$ cat src/rtl/core/bmr_pkg.sv
`default_nettype none

package bmr_pkg;

  localparam int MaxWidth   = 128;
  localparam int MaxHeight  = 1024;
  localparam int LaneBits   = 8;
  localparam int NumLanes   = MaxWidth / LaneBits;
  localparam int LaneIdxW   = $clog2(NumLanes);
  localparam int BitIdxW    = $clog2(LaneBits);
  localparam int PosW       = $clog2(MaxWidth);
  localparam int WidthW     = 8;
  localparam int HeightW    = 11;
  localparam int RowW       = 10;
  localparam int StrideW    = LaneIdxW + 1;
  localparam int CfgIdxW    = 2;
  localparam int CfgDataW   = 11;

  localparam logic OpByte  = 1'b0;
  localparam logic OpFlush = 1'b1;

  localparam logic [CfgIdxW-1:0] CfgMaskWidth  = 2'd0;
  localparam logic [CfgIdxW-1:0] CfgMaskHeight = 2'd1;
  localparam logic [CfgIdxW-1:0] CfgEmpty      = 2'd2;

  typedef struct packed {
    logic       opcode;
    logic [7:0] mask_byte;
  } in_item_t;

  typedef struct packed {
    logic [PosW-1:0]    rect_x;
    logic [RowW-1:0]    rect_y;
    logic [WidthW-1:0]  rect_width;
    logic [HeightW-1:0] rect_height;
    logic               last_rect;
  } out_item_t;

  typedef struct packed {
    logic                wr_en;
    logic [LaneIdxW-1:0] wr_pos;
    logic [7:0]          wr_byte;
    logic                copy_en;
    logic [StrideW-1:0]  stride;
    logic [WidthW-1:0]   thresh;
    logic [WidthW-1:0]   width;
  } lane_ctrl_t;

  typedef struct packed {
    logic               eq;
    logic               has_set;
    logic [BitIdxW-1:0] set_idx;
    logic               has_clr;
    logic [BitIdxW-1:0] clr_idx;
  } lane_res_t;

  typedef struct packed {
    logic            all_eq;
    logic            set_found;
    logic [PosW-1:0] set_pos;
    logic            clr_found;
    logic [PosW-1:0] clr_pos;
  } merge_res_t;

  function automatic logic [BitIdxW-1:0] first_one(input logic [LaneBits-1:0] v);
    logic [BitIdxW-1:0] idx;
    idx = '0;
    for (int j = LaneBits - 1; j >= 0; j--) begin
      if (v[j]) idx = BitIdxW'(j);
    end
    return idx;
  endfunction

endpackage

`default_nettype wire

$ cat src/rtl/core/bmr_lane.sv
`default_nettype none

module bmr_lane (
  input  logic                          clk_i,
  input  logic [bmr_pkg::LaneIdxW-1:0]  lane_idx_i,
  input  bmr_pkg::lane_ctrl_t           ctrl_i,
  output bmr_pkg::lane_res_t            res_o
);
  import bmr_pkg::*;

  logic [LaneBits-1:0] grp_q;
  logic [LaneBits-1:0] inc_q;
  logic [LaneBits-1:0] set_cand;
  logic [LaneBits-1:0] clr_cand;
  logic                active;

  assign active = {1'b0, lane_idx_i} < ctrl_i.stride;

  for (genvar j = 0; j < LaneBits; j++) begin : g_pix
    logic [WidthW-1:0] pos;
    assign pos = WidthW'({lane_idx_i, BitIdxW'(j)});
    assign set_cand[j] = grp_q[j] && (pos >= ctrl_i.thresh) && (pos < ctrl_i.width);
    assign clr_cand[j] = (!grp_q[j] || (pos >= ctrl_i.width)) && (pos >= ctrl_i.thresh);
  end

  always_ff @(posedge clk_i) begin
    if (ctrl_i.wr_en && (ctrl_i.wr_pos == lane_idx_i)) begin
      inc_q <= ctrl_i.wr_byte;
    end
    if (ctrl_i.copy_en && active) begin
      grp_q <= inc_q;
    end
  end

  always_comb begin
    res_o.eq      = !active || (grp_q == inc_q);
    res_o.has_set = |set_cand;
    res_o.set_idx = first_one(set_cand);
    res_o.has_clr = |clr_cand;
    res_o.clr_idx = first_one(clr_cand);
  end

endmodule

`default_nettype wire

$ cat src/rtl/core/bmr_merge.sv
`default_nettype none

module bmr_merge (
  input  bmr_pkg::lane_res_t  res_i [bmr_pkg::NumLanes],
  output bmr_pkg::merge_res_t res_o
);
  import bmr_pkg::*;

  always_comb begin
    res_o = '0;
    res_o.all_eq = 1'b1;
    for (int i = NumLanes - 1; i >= 0; i--) begin
      res_o.all_eq = res_o.all_eq && res_i[i].eq;
      if (res_i[i].has_set) begin
        res_o.set_found = 1'b1;
        res_o.set_pos   = {LaneIdxW'(i), res_i[i].set_idx};
      end
      if (res_i[i].has_clr) begin
        res_o.clr_found = 1'b1;
        res_o.clr_pos   = {LaneIdxW'(i), res_i[i].clr_idx};
      end
    end
  end

endmodule

`default_nettype wire

$ cat src/rtl/core/bitmask_to_rectangles.sv
`default_nettype none

// Mask bytes (bit 0 leftmost, rows padded to whole bytes) are stored in 16 byte
// lanes; on a row-ending byte all lanes compare the row to the current group in
// parallel. When a group closes and CfgEmpty is clear, its runs are scanned out
// by a shared start/end search over the lanes: the first run start is found,
// then each run's end is found and its rectangle loaded for output while the
// next start is found; an output stall holds the search. Input is held off
// while a burst is scanned out; the last rectangle may still sit in the output
// register while the next transaction is taken; cfg_we_i writes configuration.

module bitmask_to_rectangles (
  input  logic                           clk_i,
  input  logic                           rst_ni,
  input  logic                           in_valid_i,
  output logic                           in_ready_o,
  input  bmr_pkg::in_item_t              in_data_i,
  output logic                           out_valid_o,
  input  logic                           out_ready_i,
  output bmr_pkg::out_item_t             out_data_o,
  input  logic                           cfg_we_i,
  input  logic [bmr_pkg::CfgIdxW-1:0]    cfg_idx_i,
  input  logic [bmr_pkg::CfgDataW-1:0]   cfg_data_i
);
  import bmr_pkg::*;

  localparam logic [2:0] StIdle  = 3'd0;
  localparam logic [2:0] StCmp   = 3'd1;
  localparam logic [2:0] StStart = 3'd2;
  localparam logic [2:0] StEnd   = 3'd3;
  localparam logic [2:0] StNext  = 3'd4;

  logic [2:0]          state_q, state_d;
  logic [WidthW-1:0]   cfg_width_q;
  logic [HeightW-1:0]  cfg_height_q;
  logic                cfg_empty_q;

  logic [HeightW-1:0]  row_cnt_q, row_cnt_d;
  logic [RowW-1:0]     grp_first_q, grp_first_d;
  logic [LaneIdxW-1:0] bp_q, bp_d;
  logic                grp_present_q, grp_present_d;
  logic                copy_pend_q, copy_pend_d;
  logic [RowW-1:0]     emit_y_q, emit_y_d;
  logic [HeightW-1:0]  emit_h_q, emit_h_d;
  logic [WidthW-1:0]   start_q, start_d;
  logic [WidthW-1:0]   end_q, end_d;
  logic                out_valid_q;
  out_item_t           out_q;

  logic [WidthW-1:0]   eff_w;
  logic [HeightW-1:0]  eff_h;
  logic [StrideW-1:0]  stride;
  logic                in_acc;
  logic                row_done;
  logic                out_ld;
  logic                finish;
  logic [WidthW-1:0]   end_pos;
  logic [HeightW-1:0]  grp_rows;

  lane_ctrl_t          lane_ctrl;
  lane_res_t           lane_res [NumLanes];
  merge_res_t          mres;

  always_comb begin
    eff_w = cfg_width_q;
    if (eff_w == '0) eff_w = WidthW'(1);
    if (eff_w > WidthW'(MaxWidth)) eff_w = WidthW'(MaxWidth);
  end

  assign eff_h    = (cfg_height_q > HeightW'(MaxHeight)) ? HeightW'(MaxHeight) : cfg_height_q;
  assign stride   = StrideW'(({1'b0, eff_w} + 9'd7) >> 3);
  assign in_ready_o = (state_q == StIdle);
  assign in_acc   = in_valid_i && in_ready_o;
  assign row_done = ({1'b0, bp_q} + StrideW'(1)) >= stride;
  assign grp_rows = row_cnt_q - HeightW'(grp_first_q);
  assign end_pos  = mres.clr_found ? {1'b0, mres.clr_pos} : WidthW'(MaxWidth);
  assign out_ld   = (state_q == StNext) && (!out_valid_q || out_ready_i);
  assign finish   = ((state_q == StStart) && !mres.set_found) || (out_ld && !mres.set_found);

  always_comb begin
    lane_ctrl.wr_en   = in_acc && (in_data_i.opcode == OpByte) && (row_cnt_q < eff_h);
    lane_ctrl.wr_pos  = bp_q;
    lane_ctrl.wr_byte = in_data_i.mask_byte;
    lane_ctrl.copy_en = ((state_q == StCmp) &&
                         (!grp_present_q || (!mres.all_eq && cfg_empty_q))) ||
                        (finish && copy_pend_q);
    lane_ctrl.stride  = stride;
    lane_ctrl.width   = eff_w;
    case (state_q)
      StEnd:   lane_ctrl.thresh = start_q;
      StNext:  lane_ctrl.thresh = end_q;
      default: lane_ctrl.thresh = '0;
    endcase
  end

  for (genvar i = 0; i < NumLanes; i++) begin : g_lane
    bmr_lane u_lane (
      .clk_i      (clk_i),
      .lane_idx_i (LaneIdxW'(i)),
      .ctrl_i     (lane_ctrl),
      .res_o      (lane_res[i])
    );
  end

  bmr_merge u_merge (
    .res_i (lane_res),
    .res_o (mres)
  );

  always_comb begin
    state_d       = state_q;
    row_cnt_d     = row_cnt_q;
    grp_first_d   = grp_first_q;
    bp_d          = bp_q;
    grp_present_d = grp_present_q;
    copy_pend_d   = copy_pend_q;
    emit_y_d      = emit_y_q;
    emit_h_d      = emit_h_q;
    start_d       = start_q;
    end_d         = end_q;
    unique case (state_q)
      StIdle: begin
        if (in_acc) begin
          if (in_data_i.opcode == OpFlush) begin
            if (grp_present_q && !cfg_empty_q) begin
              emit_y_d    = grp_first_q;
              emit_h_d    = grp_rows;
              copy_pend_d = 1'b0;
              state_d     = StStart;
            end
            row_cnt_d     = '0;
            bp_d          = '0;
            grp_present_d = 1'b0;
          end else if (row_cnt_q < eff_h) begin
            if (row_done) begin
              bp_d    = '0;
              state_d = StCmp;
            end else begin
              bp_d = bp_q + LaneIdxW'(1);
            end
          end
        end
      end
      StCmp: begin
        state_d   = StIdle;
        row_cnt_d = row_cnt_q + HeightW'(1);
        if (!grp_present_q) begin
          grp_first_d   = RowW'(row_cnt_q);
          grp_present_d = 1'b1;
        end else if (!mres.all_eq) begin
          grp_first_d = RowW'(row_cnt_q);
          if (!cfg_empty_q) begin
            emit_y_d    = grp_first_q;
            emit_h_d    = grp_rows;
            copy_pend_d = 1'b1;
            state_d     = StStart;
          end
        end
      end
      StStart: begin
        if (mres.set_found) begin
          start_d = {1'b0, mres.set_pos};
          state_d = StEnd;
        end else begin
          copy_pend_d = 1'b0;
          state_d     = StIdle;
        end
      end
      StEnd: begin
        end_d   = end_pos;
        state_d = StNext;
      end
      StNext: begin
        if (out_ld) begin
          if (mres.set_found) begin
            start_d = {1'b0, mres.set_pos};
            state_d = StEnd;
          end else begin
            copy_pend_d = 1'b0;
            state_d     = StIdle;
          end
        end
      end
      default: state_d = StIdle;
    endcase
  end

  always_ff @(posedge clk_i or negedge rst_ni) begin
    if (!rst_ni) begin
      state_q       <= StIdle;
      cfg_width_q   <= WidthW'(MaxWidth);
      cfg_height_q  <= HeightW'(MaxHeight);
      cfg_empty_q   <= 1'b0;
      row_cnt_q     <= '0;
      grp_first_q   <= '0;
      bp_q          <= '0;
      grp_present_q <= 1'b0;
      copy_pend_q   <= 1'b0;
      out_valid_q   <= 1'b0;
    end else begin
      state_q       <= state_d;
      row_cnt_q     <= row_cnt_d;
      grp_first_q   <= grp_first_d;
      bp_q          <= bp_d;
      grp_present_q <= grp_present_d;
      copy_pend_q   <= copy_pend_d;
      if (cfg_we_i) begin
        unique case (cfg_idx_i)
          CfgMaskWidth:  cfg_width_q  <= cfg_data_i[WidthW-1:0];
          CfgMaskHeight: cfg_height_q <= cfg_data_i[HeightW-1:0];
          CfgEmpty:      cfg_empty_q  <= cfg_data_i[0];
          default: ;
        endcase
      end
      if (out_ld) begin
        out_valid_q <= 1'b1;
      end else if (out_ready_i) begin
        out_valid_q <= 1'b0;
      end
    end
  end

  always_ff @(posedge clk_i) begin
    emit_y_q <= emit_y_d;
    emit_h_q <= emit_h_d;
    start_q  <= start_d;
    end_q    <= end_d;
    if (out_ld) begin
      out_q.rect_x      <= start_q[PosW-1:0];
      out_q.rect_y      <= emit_y_q;
      out_q.rect_width  <= end_q - start_q;
      out_q.rect_height <= emit_h_q;
      out_q.last_rect   <= !mres.set_found;
    end
  end

  assign out_valid_o = out_valid_q;
  assign out_data_o  = out_q;

  a_run_nonempty: assert property (@(posedge clk_i) disable iff (!rst_ni)
    (state_q == StNext) |-> (end_q > start_q))
    else $error("run end not past run start");

  a_row_bound: assert property (@(posedge clk_i) disable iff (!rst_ni)
    row_cnt_q <= HeightW'(MaxHeight))
    else $error("row counter past maximum height");

  a_group_order: assert property (@(posedge clk_i) disable iff (!rst_ni)
    grp_present_q |-> (row_cnt_q >= HeightW'(grp_first_q)))
    else $error("group starts after current row");

  a_flush_clears: assert property (@(posedge clk_i) disable iff (!rst_ni)
    (in_acc && (in_data_i.opcode == OpFlush)) |=> ((bp_q == '0) && !grp_present_q))
    else $error("flush did not clear row state");

endmodule

`default_nettype wire

$ cat config.mk
export PLATFORM = sky130hd
export DESIGN_NAME = bitmask_to_rectangles
export DESIGN_NICKNAME = d
export VERILOG_FILES = /design/src/rtl/core/bmr_pkg.sv /design/src/rtl/core/bmr_lane.sv /design/src/rtl/core/bmr_merge.sv /design/src/rtl/core/bitmask_to_rectangles.sv
export SDC_FILE = /design/constraint.sdc
export NUM_CORES = 1
export LEC_CHECK = 0
export ABC_CLOCK_PERIOD_IN_PS = 4600
export BUFFER_PORTS_ARGS = -buffer_cell sky130_fd_sc_hd__buf_4
export CORE_UTILIZATION = 44
export CTS_BUF_LIST = sky130_fd_sc_hd__clkbuf_8
export CTS_CLUSTER_DIAMETER = 100
export DETAILED_ROUTE_END_ITERATION = 12
export GPL_ROUTABILITY_DRIVEN = 1
export SYNTH_ARGS = -nofsm -noshare
export SYNTH_HDL_FRONTEND = slang
export SYNTH_SLANG_ARGS = --single-unit
$ cat constraint.sdc
create_clock -name clk_i -period 4.6 [get_ports clk_i]
set_clock_uncertainty 0.2 [all_clocks]
set_input_delay 0.46 -clock clk_i [delete_from_list [all_inputs] [get_ports clk_i]]
set_output_delay 0.46 -clock clk_i [all_outputs]
set_load 0.05 [all_outputs]
==> run_results.csv <==
group,metric,value,unit
worst_setup_path,crit_buf_inv,4,
global_routing,gr-total-overflow,0,
timing,worst_slack,-0.2657,ns
place,port_buffers,65,
global_routing,antenna_found_initial,1,
run_status,run_status,"finished with violations",
timing,final_max_slew_viol_count,0,
timing,finalCriticalPeriod,4.866,ns
yosys,synthFlopType,"edfxtp_1",
detailed_routing,drc,0,
die,die_area,0.05601,sq mm
place,dp_hpwl,92000,um
clocking,cts_buffers,58,
clocking,clock-root-buffer,"clkbuf_8",
power_and_ir_drop,power.total,13.70,mW
clocking,htree_levels,2,
detailed_routing,vias,25190,
yosys,synth_area,0.02423,sq mm
timing,rsz0062_at_grt,"yes",
detailed_routing,vias_per_cell,6.529,
die,start_util,44.76,%
worst_setup_path,crit_family,"simple AND/OR/NAND/NOR gates",
timing,setup_violations,128,
yosys,synth_fp_nets,2557,
finish,final_nets,3178,
detailed_routing,postRouteWirelength,114700,um
global_routing,grt_usage,40.18,%
worst_setup_path,cp_cell_sequence,"buf_6, and3b_2, buf_12, o211ai_1, nand2b_4, o21ai_2, or4_4, or4_4, nor4_4, a32oi_4, buf_4, a211oi_4, buf_4",
worst_setup_path,worstPathRequired,4.78,ns
worst_setup_path,arrival,5.04,ns
yosys,syn_inst,2491,
finish,drive_above_1_share,28.09,%
timing,slew_headroom,21.77,%
finish,fin_util,58.45,%
power_and_ir_drop,power.density,433.0,mW/mm^2
run_status,violations,"setup timing",
worst_setup_path,worstPathMaxFanout,10,
place,gp_congestion,1.067,
detailed_routing,dr.pass1.iters,6,
yosys,syn_area_per_cell,9.726,sq um
yosys,ys_seq_area_share,46.05,%
detailed_routing,avgRoutedWirePerCell,29.72,um
detailed_routing,ant_nets,0,
power_and_ir_drop,irDropWorstVdd,0.4139,mV
die,row_count,85,
worst_setup_path,cpMaxStageDelayCell,"dfstp_2",
clocking,clock_path_buffers,3,
clocking,clk_latency,0.72,ns
clocking,numClockSinks,380,
timing,finalCritPeriodShare,105.8,%
timing,max_freq,205.5,MHz
worst_setup_path,critical_path_class,"reg2reg",
clocking,clkTransAtPathRegs,0.06,ns
worst_setup_path,slowest_delay,0.64,ns
die,die_y,236.7,um
global_routing,grt_first_pass_wirelength,162600,um
clocking,cts_tree,"built",
worst_setup_path,start_kind,"register",
global_routing,grt_start_max_net_pins,52,
global_routing,grt_pass1_vias,23820,
yosys,yosys_warnings,0,
yosys,synth_cell_types,96,
power_and_ir_drop,p_leak,12.36,nW
worst_setup_path,critPathCaptureType,"register",
timing,holdWs,0.1533,ns
die,io_pins,66,
die,die-width,236.7,um
finish,area_delta_synth_final,30.60,%
yosys,async_flop_share,13.42,%
job,cap_violations,0,
hold_path,hold_class,"in2reg",
finish,nFillCells,4616,
yosys,synth_edf_count,329,
timing,tightest_slew,1.173,ns
detailed_routing,drtIter0Drc,3505,
die,coreArea,0.05413,sq mm
timing,hold_violations,0,
yosys,ys_ff_latch,380,
[through the flow]
step                TNS, ns  cell area [sq um]  setup WS (ns)  cells
finish               -22.21              31640        -0.2657   3858
global route         -24.78              31640        -0.2785   3857
CTS                  -2.393              31430       -0.05534   3847
detailed placement   -35.94              29770        -0.4092   3705
global placement     -17.04              29770        -0.2361   3705
floorplan            -3.420              24250        -0.1350   2491
[tightest hold or removal path, cell delays in order]
cell and delay (ns):
buf_4 0.13, nor3_1 0.13, o21ai_0 0.14, nand2_1 0.10, nor3_1 0.05
[path summary, 6_finish.rpt]
path / start / end / slack (ns) / cells past startpoint
worst max-delay path: cfg_width_q[7]$_DFFE_PN1P_ / g_lane[5].u_lane.grp_q[6]$_DFFE_PP_ / -0.27 / 13
worst min-delay path: in_valid_i / state_q[0]$_DFFE_PN0P_ / 0.15 / 5
worst max register to register: cfg_width_q[7]$_DFFE_PN1P_ / g_lane[5].u_lane.grp_q[6]$_DFFE_PP_ / -0.27 / 13
worst min register to register: emit_h_q[7]$_DFFE_PP_ / out_data_o[8]$_DFFE_PP_ / 0.21 / 0
max in group asynchronous: rst_ni / state_q[2]$_DFFE_PN0P_ / 3.36 / 2
min in group asynchronous: rst_ni / cfg_height_q[5]$_DFFE_PN0P_ / 0.22 / 2
[cell usage in the layout, fill, tap and decap left out, drive strengths merged, types with 18 or more instances in the layout]
cell type / count
buf: 686
edfxtp: 329
nand2: 216
o21ai: 211
a21oi: 190
nor2: 158
inv: 75
xnor2: 73
xor2: 72
clkbuf: 66
o211ai: 62
nor3: 57
nand3: 52
dfrtp: 49
a31oi: 41
o22ai: 38
a211oi: 38
ha: 37
nand2b: 37
a21o: 36
nor2b: 35
nand4: 34
and2: 31
nor4: 29
a22oi: 27
dlygate4sd3: 23
o211a: 22
clkinv: 21
and3: 20
mux2: 18
or2: 18
[per-layer routing]
| layer | GRT usage (%) | share of wire [%] | vias to the layer above |
|---|---|---|---|
| met3 | 9.932 | 11 | 322 |
| li1 | - | - | 10960 |
| met2 | 59.86 | 43 | 1640 |
| met5 | 0 | 0 | - |
| met4 | 19.64 | 5.6 | 0 |
| met1 | 54.52 | 41 | 12270 |
[power by group]
part	total [mW]	switching, mW	internal (mW)
clock network	2.83	1.39	1.44
logic	6.05	3.58	2.47
registers	4.81	0.430	4.38
[logic make-up after synthesis]
family,share of synthesized area (%)
AO/OA/AOI/OAI,25.96
AND/OR/NAND/NOR,16.50
adder cells (fa/ha/maj),2.076
XOR/XNOR,5.242
buffers and inverters,3.331
flip-flops,46.05
multiplexers,0.8366
[state kept, by name, summed over array words and instances (netlist names), 8 cells and up]
signal,count
g_lane.u_lane.grp_q,128
cfg_width_q,8
g_lane.u_lane.inc_q,128
row_cnt_q,11
emit_h_q,11
grp_first_q,10
emit_y_q,10
cfg_height_q,11
end_q,8
out_data_o,37
[cell type report]
class	count	area, sq um	area share, %
antenna	1	2.502	0.007909
clock buffer	66	908.4	2.871
clock inverter	43	274.0	0.8660
inverter	58	225.2	0.7118
multi-input combinational	1905	12570	39.73
sequential	380	11160	35.27
tap	696	870.8	2.752
timing repair buffer	709	5628	17.79
[cell usage after synthesis, types with 38 or more instances]
cell	instances	area (sq um)
xnor2_1	73	639.4
o22ai_1	38	237.7
xor2_1	72	630.6
a21oi_1	189	945.9
clkbuf_1	117	439.2
nand3_1	52	260.3
nor3_1	57	285.3
inv_1	57	214.0
dfrtp_1	49	1226
o21ai_0	200	1001
nor2_1	157	589.3
nand2_1	216	810.8
o211ai_1	61	457.9
a31oi_1	41	256.5
edfxtp_1	329	9879
[repair_timing]
item	4_1_cts	5_1_grt
hold buffers	23	0
setup endpoints to repair	131	135
endpoints found under the hold margin	201	0
buffers inserted	9	11
gates resized for setup	40	33
cloned	1	0
pin swaps	12	21
Note: power is estimated with default switching activity, not from simulation.
